[config.mk]
export PLATFORM = sky130hd
export DESIGN_NAME = ftp_passive_reply_parser
export DESIGN_NICKNAME = d
export VERILOG_FILES = /design/src/hw/rtl/fpasv_pkg.sv /design/src/hw/rtl/ftp_passive_reply_parser.sv
export VERILOG_INCLUDE_DIRS = /design/src /design/src/hw/rtl
export SDC_FILE = /design/constraint.sdc
export NUM_CORES = 1
export LEC_CHECK = 0
export BUFFER_PORTS_ARGS = -buffer_cell sky130_fd_sc_hd__buf_2
export CORE_MARGIN = 5
export CORE_UTILIZATION = 45
export CTS_CLUSTER_DIAMETER = 60
export DETAILED_ROUTE_END_ITERATION = 6
export PLACE_DENSITY = 0.64
export SLEW_MARGIN = 20
export SYNTH_ARGS = -nofsm -noshare
export SYNTH_HDL_FRONTEND = slang
export SYNTH_SLANG_ARGS = --single-unit
[constraint.sdc]
create_clock -name clk -period 5.25 [get_ports clk]
set_input_delay 0.525 -clock clk [delete_from_list [all_inputs] [get_ports clk]]
set_output_delay 0.525 -clock clk [all_outputs]
set_load 0.02 [all_outputs]
[src/hw/rtl/assert_macros.svh]
// Assertion helper macros used by the reply parser RTL module.
`ifndef ASSERT_MACROS_SVH
`define ASSERT_MACROS_SVH

// Check that an expression holds at every clock edge outside reset.
`define ASSERT_ALWAYS(label, expr, msg) \
	label: assert property (@(posedge clk) disable iff (!arst_n) (expr)) else $error(msg);

// Check that a condition is followed by a consequence on the next clock edge.
`define ASSERT_NEXT(label, ante, cons, msg) \
	label: assert property (@(posedge clk) disable iff (!arst_n) (ante) |=> (cons)) \
		else $error(msg);

`endif

[src/hw/rtl/fpasv_pkg.sv]
// Types and constants for the FTP passive-mode reply parser.
package fpasv_pkg;

	localparam int PREFIX_TEXT_LEN = 26;
	localparam int PREFIX_LENGTH = 26;
	localparam int PREFIX_LEN_EFF = (PREFIX_LENGTH < 1) ? 1 :
		((PREFIX_LENGTH > PREFIX_TEXT_LEN) ? PREFIX_TEXT_LEN : PREFIX_LENGTH);

	localparam int POS_W = 5;
	localparam logic [POS_W-1:0] PREFIX_LEN_W = POS_W'(PREFIX_LEN_EFF);

	// "227 Entering Passive Mode "
	localparam logic [7:0] PREFIX_TEXT [PREFIX_TEXT_LEN] = '{
		8'h32, 8'h32, 8'h37, 8'h20, 8'h45, 8'h6E, 8'h74, 8'h65, 8'h72,
		8'h69, 8'h6E, 8'h67, 8'h20, 8'h50, 8'h61, 8'h73, 8'h73, 8'h69,
		8'h76, 8'h65, 8'h20, 8'h4D, 8'h6F, 8'h64, 8'h65, 8'h20
	};

	localparam logic [7:0] CHAR_TWO   = 8'h32;
	localparam logic [7:0] CHAR_ZERO  = 8'h30;
	localparam logic [7:0] CHAR_NINE  = 8'h39;
	localparam logic [7:0] CHAR_COMMA = 8'h2C;
	localparam logic [7:0] CHAR_CLOSE = 8'h29;

	localparam int NUM_COUNT = 6;
	localparam int CNT_W = 3;
	localparam logic [CNT_W-1:0] COUNTER_INIT = 3'd1;
	localparam logic [CNT_W-1:0] COUNTER_LAST = 3'd6;
	localparam logic [CNT_W-1:0] COUNTER_MAX  = 3'd7;
	localparam logic [11:0] NUM_SAT_LIMIT = 12'd255;

	typedef struct packed {
		logic [7:0] reply_byte;
		logic       restart;
	} byte_req_t;

	typedef struct packed {
		logic [31:0] host_address;
		logic [15:0] data_port;
		logic        field_overflow;
	} pasv_rsp_t;

endpackage

[src/hw/rtl/ftp_passive_reply_parser.sv]
// FTP passive-mode reply parser: prefix matcher, number collector and result register.
//
//  channel  | valid       | stall       | payload                      | dir
//  byte     | byte_valid  | byte_stall  | byte_item (fpasv_pkg::byte_req_t) | in
//  pasv     | pasv_valid  | pasv_stall  | pasv_item (fpasv_pkg::pasv_rsp_t) | out
//
// One byte per cycle while the result is not stalled: a request enters the input
// register, then the matcher/collector logic updates the parser state and loads the
// result register.
// Reset clears the parser to prefix search with all six numbers zero.
// A stalled result holds the result register; the input register then holds too,
// and byte_stall rises only while both are full and the result is stalled.
module ftp_passive_reply_parser (
	input  logic                  clk,
	input  logic                  arst_n,
	input  logic                  byte_valid,
	output logic                  byte_stall,
	input  fpasv_pkg::byte_req_t  byte_item,
	output logic                  pasv_valid,
	input  logic                  pasv_stall,
	output fpasv_pkg::pasv_rsp_t  pasv_item
);

	logic                  valid_s1;
	fpasv_pkg::byte_req_t  req_s1;
	logic                  pasv_valid_q;
	fpasv_pkg::pasv_rsp_t  pasv_item_q;

	logic [fpasv_pkg::POS_W-1:0] match_position_q;
	logic                        collecting_q;
	logic [fpasv_pkg::CNT_W-1:0] number_counter_q;
	logic [7:0]                  number_values_q [fpasv_pkg::NUM_COUNT];
	logic                        overflow_seen_q;

	// state after an optional restart
	logic [fpasv_pkg::POS_W-1:0] mp_cur;
	logic                        col_cur;
	logic [fpasv_pkg::CNT_W-1:0] cnt_cur;
	logic [7:0]                  vals_cur [fpasv_pkg::NUM_COUNT];
	logic                        ovf_cur;

	// next state
	logic [fpasv_pkg::POS_W-1:0] mp_d;
	logic                        col_d;
	logic [fpasv_pkg::CNT_W-1:0] cnt_d;
	logic [7:0]                  vals_d [fpasv_pkg::NUM_COUNT];
	logic                        ovf_d;

	logic [fpasv_pkg::POS_W-1:0] pos;
	logic [fpasv_pkg::POS_W-1:0] pos_inc;
	logic [fpasv_pkg::CNT_W-1:0] cnt_idx;
	logic [7:0]                  ch;
	logic [11:0]                 num_sum;
	logic                        emit;
	fpasv_pkg::pasv_rsp_t        rsp_d;

	logic out_free;
	logic proc;

	assign out_free   = !pasv_valid_q || !pasv_stall;
	assign proc       = valid_s1 && out_free;
	assign byte_stall = valid_s1 && !out_free;
	assign pasv_valid = pasv_valid_q;
	assign pasv_item  = pasv_item_q;

	assign ch      = req_s1.reply_byte;
	assign cnt_idx = cnt_cur - fpasv_pkg::COUNTER_INIT;

	always_comb begin
		mp_cur   = match_position_q;
		col_cur  = collecting_q;
		cnt_cur  = number_counter_q;
		vals_cur = number_values_q;
		ovf_cur  = overflow_seen_q;
		if (req_s1.restart) begin
			mp_cur   = '0;
			col_cur  = 1'b0;
			cnt_cur  = fpasv_pkg::COUNTER_INIT;
			vals_cur = '{default: 8'h00};
			ovf_cur  = 1'b0;
		end

		pos     = (mp_cur >= fpasv_pkg::PREFIX_LEN_W) ? '0 : mp_cur;
		pos_inc = pos + fpasv_pkg::POS_W'(1);
		num_sum = 12'({vals_cur[cnt_idx], 3'b000}) + 12'({vals_cur[cnt_idx], 1'b0})
			+ 12'(ch[3:0]);

		rsp_d.host_address   = {vals_cur[0], vals_cur[1], vals_cur[2], vals_cur[3]};
		rsp_d.data_port      = {vals_cur[4], vals_cur[5]};
		rsp_d.field_overflow = ovf_cur;

		mp_d   = mp_cur;
		col_d  = col_cur;
		cnt_d  = cnt_cur;
		vals_d = vals_cur;
		ovf_d  = ovf_cur;
		emit   = 1'b0;

		if (!col_cur) begin
			if (fpasv_pkg::PREFIX_TEXT[pos] == ch) begin
				if (pos_inc >= fpasv_pkg::PREFIX_LEN_W) begin
					col_d = 1'b1;
					mp_d  = '0;
				end else begin
					mp_d = pos_inc;
				end
			end else if (ch == fpasv_pkg::CHAR_TWO) begin
				// fall back to the longest run of leading '2's
				mp_d = (pos == fpasv_pkg::POS_W'(2)) ? fpasv_pkg::POS_W'(2)
					: fpasv_pkg::POS_W'(1);
			end else begin
				mp_d = '0;
			end
		end else if (ch == fpasv_pkg::CHAR_COMMA) begin
			if (cnt_cur < fpasv_pkg::COUNTER_MAX) begin
				cnt_d = cnt_cur + fpasv_pkg::CNT_W'(1);
			end
		end else if (ch >= fpasv_pkg::CHAR_ZERO && ch <= fpasv_pkg::CHAR_NINE) begin
			// drop digits past the sixth number
			if (cnt_cur != '0 && cnt_cur <= fpasv_pkg::COUNTER_LAST) begin
				if (num_sum > fpasv_pkg::NUM_SAT_LIMIT) begin
					vals_d[cnt_idx] = 8'hFF;
					ovf_d = 1'b1;
				end else begin
					vals_d[cnt_idx] = num_sum[7:0];
				end
			end
		end else if (ch == fpasv_pkg::CHAR_CLOSE) begin
			emit   = 1'b1;
			mp_d   = '0;
			col_d  = 1'b0;
			cnt_d  = fpasv_pkg::COUNTER_INIT;
			vals_d = '{default: 8'h00};
			ovf_d  = 1'b0;
		end
	end

	always_ff @(posedge clk or negedge arst_n) begin
		if (!arst_n) begin
			valid_s1         <= 1'b0;
			pasv_valid_q     <= 1'b0;
			match_position_q <= '0;
			collecting_q     <= 1'b0;
			number_counter_q <= fpasv_pkg::COUNTER_INIT;
			number_values_q  <= '{default: 8'h00};
			overflow_seen_q  <= 1'b0;
		end else begin
			if (!byte_stall) begin
				valid_s1 <= byte_valid;
			end
			if (out_free) begin
				pasv_valid_q <= proc && emit;
			end
			if (proc) begin
				match_position_q <= mp_d;
				collecting_q     <= col_d;
				number_counter_q <= cnt_d;
				number_values_q  <= vals_d;
				overflow_seen_q  <= ovf_d;
			end
		end
	end

	always_ff @(posedge clk) begin
		if (byte_valid && !byte_stall) begin
			req_s1 <= byte_item;
		end
		if (proc && emit) begin
			pasv_item_q <= rsp_d;
		end
	end

`include "assert_macros.svh"

	`ASSERT_ALWAYS(a_counter_nonzero, number_counter_q != '0,
		"number counter left its 1..7 range")
	`ASSERT_ALWAYS(a_pos_in_prefix, match_position_q < fpasv_pkg::PREFIX_LEN_W,
		"match position ran past the prefix length")
	`ASSERT_ALWAYS(a_collect_pos_zero, !collecting_q || match_position_q == '0,
		"match position not cleared while collecting")
	`ASSERT_ALWAYS(a_stall_needs_item, valid_s1 || !byte_stall,
		"byte stall raised with an empty input register")
	`ASSERT_NEXT(a_clear_after_emit, proc && emit,
		!collecting_q && number_counter_q == fpasv_pkg::COUNTER_INIT && !overflow_seen_q,
		"parser not cleared after a result")

endmodule

[Word-level counts from Yosys, hierarchy flattened]
Memory sizes are Yosys's and may differ from the RTL's.
Cells that the tools add are included.
Operators by class
  muxes and demuxes: 49
  shift operators: 0
  reductions and logical operators: 13
  $lt $le $gt $ge: 10
  multiply operators: 0
  equal/unequal tests: 5
  bitwise operators: 3
  $add $sub $neg: 5
  div/mod/pow operators: 0
Operators by type and width (number)
  $mux 48: 7
  $bwmux 48: 1
  $or 48x48->48: 1
  $mux 5: 8
  $mux 8: 5
  $bmux 8 s3: 1
  $demux 8 s3: 1
  $eq 8x6->1 const B: 3
  $mux 1: 18
  $mux 3: 6
  $add 11x9->12: 1
  $add 12x4->12: 1
  $gt 12x8->1 const B: 1
  $ge 5x5->1 const B: 2
  $eq 8x8->1: 1
  $ge 8x6->1 const B: 1
  $le 8x6->1 const B: 1
  $logic_and 1x1->1: 7
  $ge 6x6->1 const B: 1
  $not 5->6: 1
  $add 5x1->5 const B: 1
  $eq 5x2->1 const B: 1
  $ge 4x4->1 const B: 1
  $logic_not 1->1: 4
  9 further kinds: 10
Storage, ports and cells
  bits in writable memories: 0
  register bits after elaboration: 118
  memory bits (read-only): 256
  memories: 1
  logic and storage cells: 103
  output and inout bits: 51
  latch bits: 0
  bits of input ports: 13
Memories
  (no name shown): depth 32, bits a word 8, read ports 1, clocked after memory_dff 0, write ports 0, line ftp_passive_reply_parser.sv:100  | if (fpasv_pkg::PREFIX_TEXT[pos] == ch) begin

[Logic depth before layout (Yosys ltp)]
  depth after elaboration: 14
  gate-level depth with buffers: 21
  gate-level depth less buffers: 17

[Least setup slack after synthesis]
OpenSTA, ideal clock, no wires.
  path kind: reg2reg
  start point: register req_s1[0] in the netlist's numbering
  end point: register number_values_q[11] in the netlist's numbering
  period minus slack after synthesis: 4.804 ns
  slack: 0.446 ns
  library setup time: 0.133 ns
  data arrival time: 4.671 ns
  buffers on the path: 5
  data required time: 5.117 ns
  stages on the path, launching flop included: 22
  cell sequence: edfxtp_1 > clkbuf_1 > or2_2 > clkbuf_1 > inv_1 > ha_1 > ha_1 > clkbuf_1 > buf_1 > nand2_1 > o31a_1 > fa_1 > inv_1 > ha_1 > a21o_1 > a21oi_1 > o21bai_1 > nor4_1 > o21ai_1 > clkbuf_1 > nor2_1 > o21ai_0
Between the ends
  word-level cells in the longest chain between the ends: 14
  elaborated cells between the ends (all ways): 27
  those cells by class: add/sub (3); order compare (4); mux (15); bitwise (2); reduce/logical (3)
RTL lines
  start: declaration: line ftp_passive_reply_parser.sv:25  | fpasv_pkg::byte_req_t req_s1;
  start signal: assignment: line ftp_passive_reply_parser.sv:166  | req_s1 <= byte_item;
  $mux 3: line ftp_passive_reply_parser.sv:75  | if (req_s1.restart) begin
  $sub 3x1->3: line ftp_passive_reply_parser.sv:67  | assign cnt_idx = cnt_cur - fpasv_pkg::COUNTER_INIT;
  $not 3->4 (not written as such): line ftp_passive_reply_parser.sv:85, ftp_passive_reply_parser.sv:122, ftp_passive_reply_parser.sv:125
  $bmux 8 s3: line ftp_passive_reply_parser.sv:85  | num_sum = 12'({vals_cur[cnt_idx], 3'b000}) + 12'({vals_cur[cnt_idx], 1'b0})
  $mux 8 (not written as such) (2 in a row): line ftp_passive_reply_parser.sv:85
  $add 11x9->12: line ftp_passive_reply_parser.sv:85
  $add 12x4->12: line ftp_passive_reply_parser.sv:86  | + 12'(ch[3:0]);
  $gt 12x8->1 / $bwmux 48 (equally long branches): line ftp_passive_reply_parser.sv:121, ftp_passive_reply_parser.sv:125
  $mux 48: line ftp_passive_reply_parser.sv:121  | if (num_sum > fpasv_pkg::NUM_SAT_LIMIT) begin
  $mux 48: line ftp_passive_reply_parser.sv:120  | if (cnt_cur != '0 && cnt_cur <= fpasv_pkg::COUNTER_LAST) begin
  $mux 48: line ftp_passive_reply_parser.sv:118  | end else if (ch >= fpasv_pkg::CHAR_ZERO && ch <= fpasv_pkg::CHAR_NINE) begin
  $mux 48: line ftp_passive_reply_parser.sv:114  | end else if (ch == fpasv_pkg::CHAR_COMMA) begin
  $mux 48 *: line ftp_passive_reply_parser.sv:99  | if (!col_cur) begin
  end signal: assignment: line ftp_passive_reply_parser.sv:158  | number_values_q <= vals_d;
  end: declaration: line ftp_passive_reply_parser.sv:32  | logic [7:0] number_values_q [fpasv_pkg::NUM_COUNT];
Mark *: on every way between the ends. The rest lies on a longest branch, timed or not. The select of a mux whose other input is x is not followed.
A chain may end at the register's enable or synchronous reset.

[Worst setup path in the final report]
  start point: register number_counter_q[1] in the netlist's numbering
  end point: register number_values_q[10] in the netlist's numbering
Between the ends
  word-level cells in the longest chain between the ends: 14
  elaborated cells between the ends (all ways): 24
  those cells by class: add/sub (3); order compare (4); mux (12); bitwise (2); reduce/logical (3)
RTL lines
  start: declaration: line ftp_passive_reply_parser.sv:31  | logic [fpasv_pkg::CNT_W-1:0] number_counter_q;
  start signal: assignment: line ftp_passive_reply_parser.sv:144  | number_counter_q <= fpasv_pkg::COUNTER_INIT;
  start signal: assignment: line ftp_passive_reply_parser.sv:157  | number_counter_q <= cnt_d;
  $mux 3 *: line ftp_passive_reply_parser.sv:75
  $sub 3x1->3: line ftp_passive_reply_parser.sv:67
  $not 3->4 (not written as such): line ftp_passive_reply_parser.sv:85, ftp_passive_reply_parser.sv:122, ftp_passive_reply_parser.sv:125
  $bmux 8 s3: line ftp_passive_reply_parser.sv:85
  $mux 8 (not written as such) (2 in a row): line ftp_passive_reply_parser.sv:85
  $add 11x9->12: line ftp_passive_reply_parser.sv:85
  $add 12x4->12: line ftp_passive_reply_parser.sv:86
  $gt 12x8->1 / $bwmux 48 (equally long branches): line ftp_passive_reply_parser.sv:121, ftp_passive_reply_parser.sv:125
  $mux 48: line ftp_passive_reply_parser.sv:121
  $mux 48 *: line ftp_passive_reply_parser.sv:120
  $mux 48 *: line ftp_passive_reply_parser.sv:118
  $mux 48 *: line ftp_passive_reply_parser.sv:114
  $mux 48 *: line ftp_passive_reply_parser.sv:99
Marks and branches as above.

==> run metrics <==
Layout Nets=686; initial antenna violation count=0; Setup crit end kind=flop; synthesis warning total=0; worst path required time=5.52 ns; syn nets=627; Slew Limit Fails=0; first-pass GRT wire length=25440 um; die area=0.01661 mm2; outcome=finished clean; gr ovfl total=0; GPL Wtd Cong=0.9274; DRC=0; clock sink count=118; number of enable flip-flop cells after synthesis=58; hold crit path type=in -> async; Max H-tree Level=4; Bufs on Longest Clock Path=2; Netlist Area Pre-Place=0.006360 mm2; Final HPWL DP=11480 um; root buf cell=clkbuf_16; latest clock arrival within the worst-skew pair=0.41 ns; CTS resizes=0; final wirelength=15700 um; Core ar.=0.01388 mm2; slowest CP cell=mux4_2; most frequent cells in the layout=63 x nor2b_1, 63 x buf_2, 62 x o21ai_0; startpoint class of the critical path=flop; Setup violations, final=0; WHS=0.2742 ns; VDD IR-drop max=0.2748 mV; most used flip-flop cell after synthesis=dfrtp_1; routed vias/inst=5.854; Die Y-Extent=128.9 um; layout cell share with drive strength beyond 1=18.15%; fmax=201.8 MHz; max incr delay on CP=0.53 ns; synthesis-to-finish area growth=15.97%; CTS Buf Count=17; pin count of the biggest net entering global routing=61; Synth Register Bits=118; clock skew=0.007318 ns; Setup CP Type=reg -> reg; Starting Density=45.82%; Antenna diodes=0; cells along the critical path=or2_2 > a21oi_1 > buf_4 > mux4_2 > a22o_1 > inv_1 > fa_1 > fa_1 > nor2b_1 > o21a_1 > o21ai_0 > nor4_1 > o21ai_1 > buf_4 > nor2_1 > o21ai_0; Fin. Hold Viols=0; vias in the first global route=4823; Vias=4923; initial drt markers=385; Tmin final=4.955 ns; Max Cap Violations=0; Worst-path clk slew=0.06 ns; DRT Pass-1 Iters=5; Avg WL per Cell=18.66 um; Total Power=0.002138 W; worst slew pin tran=0.9825 ns; relative slew slack=34.34%; Total GRT Usage=19.47%; Post-CTS Hold Buffers=0; DRT antenna net count=0; Arrival @ worst endpoint=5.23 ns; CTS tree=done; fin crit share=94.39%; Fin Setup TNS=0 ns; Crit Path Max Fanout=12; RSZ-0062 raised after global routing=no; syn avg cell area=10.80 um2; sequential share of the synthesized area=51.01%; asr flop ratio synth=50.85%; PwrDens=289.9 mW/mm2; Distinct cells, synth=63; DIE WIDTH=128.9 um; PortBufs=63; Syn Inst Count=589; Leak=3.123 nW; Rows=43; setup bufs post-CTS=0; IO Count=64
-- registers in the layout, summed over array words and instances (netlist names), 3 cells and up --
| register | flops |
|---|---|
| pasv_item | 49 |
| match_position_q | 5 |
| ch | 8 |
| number_counter_q | 3 |
| number_values_q | 48 |
-- path summary, 6_finish.rpt --
check / from / end / slack, ns / depth (start not counted)
max in group asynchronous: arst_n / number_values_q[8] / 4.46 / 2
min in group clk: byte_item[7] / ch[6] / 0.29 / 1
worst max-delay path: number_counter_q[1] / number_values_q[10] / 0.29 / 16
worst max register to register: number_counter_q[1] / number_values_q[10] / 0.29 / 16
worst min register to register: number_values_q[3] / number_values_q[3] / 0.48 / 1
worst min-delay path: arst_n / number_values_q[5] / 0.27 / 2
-- Yosys cell counts, types with 4 or more instances --
library cell   n  share of area [%]
a21o_1         4               0.47
edfxtp_1      58                 27
xnor2_1        7               0.96
buf_2          7               0.55
and2_1         8               0.79
a21oi_1       22                1.7
xor2_1         5               0.69
a32o_1         4               0.63
nor2b_1       63                6.2
o21ai_1        6               0.47
nor2_1        28                1.7
nand2b_1       5               0.49
o2bb2ai_1     25                3.4
mux2i_1        8                1.3
a31oi_1        4               0.39
mux4_2         8                2.8
o21a_1         6               0.71
dfrtp_1       59                 23
clkbuf_1      21                1.2
and3_1         4               0.39
nor3b_1        5               0.59
nor3_1        13                1.0
nand2_1       35                2.1
o21ai_0       62                4.9
inv_1         19                1.1
ha_1          23                4.5
o31ai_1        8               0.94
nand3_1       10               0.79
-- stage by stage --
step	std cells	util, %	worst slack [ns]	area [um2]
final	841	53.14	0.2948	7376
after global placement	809	49.22	0.6560	6832
after floorplan	589	-	0.4464	6360
after global routing	841	53.14	0.06223	7376
after CTS	841	53.11	0.3889	7372
after detailed placement	809	49.22	0.4028	6832
-- routing by layer --
| metal | up-vias | GRT usage [%] | wire length (um) |
|---|---|---|---|
| met2 | 183 | 28.96 | 7100 |
| li1 | 2305 | - | - |
| met5 | - | 0 | 0 |
| met1 | 2425 | 28.40 | 7342 |
| met3 | 10 | 4.981 | 1097 |
| met4 | 0 | 5.312 | 155 |
-- cell type report --
type	count	area, um2
Fill cell	1242	6505
Inverter	19	71.32
Clock buffer	19	432.9
Multi-Input combinational cell	417	2889
Sequential cell	118	3244
Clock inverter	13	107.6
Tap cell	180	225.2
Timing Repair Buffer	75	405.4
-- critical path, delay by kind of cell, from the launching register on --
kind | cells | cell delay [ns]
flops | 1 | 0.47
buf+inv | 3 | 0.56
mux | 1 | 0.53
simple gates | 4 | 1.16
compound gates | 6 | 1.14
fa+ha+maj | 2 | 0.95
-- power by group --
part / switching, W / internal, W / leakage [nW]
logic: 0.0000694 / 0.0000263 / 1.44
registers: 0.0000124 / 0.000975 / 1.42
clock network: 0.000409 / 0.000646 / 0.261
-- logic make-up (layout without fill, tap and decap cells) --
group	count (synthesis)	count (layout)	synth area share (%)
AOI/OAI and AO/OA	163	163	16.72
xor gates and xnor gates	12	12	1.653
adders and majority gates	26	26	5.312
buffers and inverters	54	126	3.640
DFF	118	118	51.01
muxes	18	18	4.446
and+or+nand+nor	198	198	17.21
(Power assumes the default switching activity.)
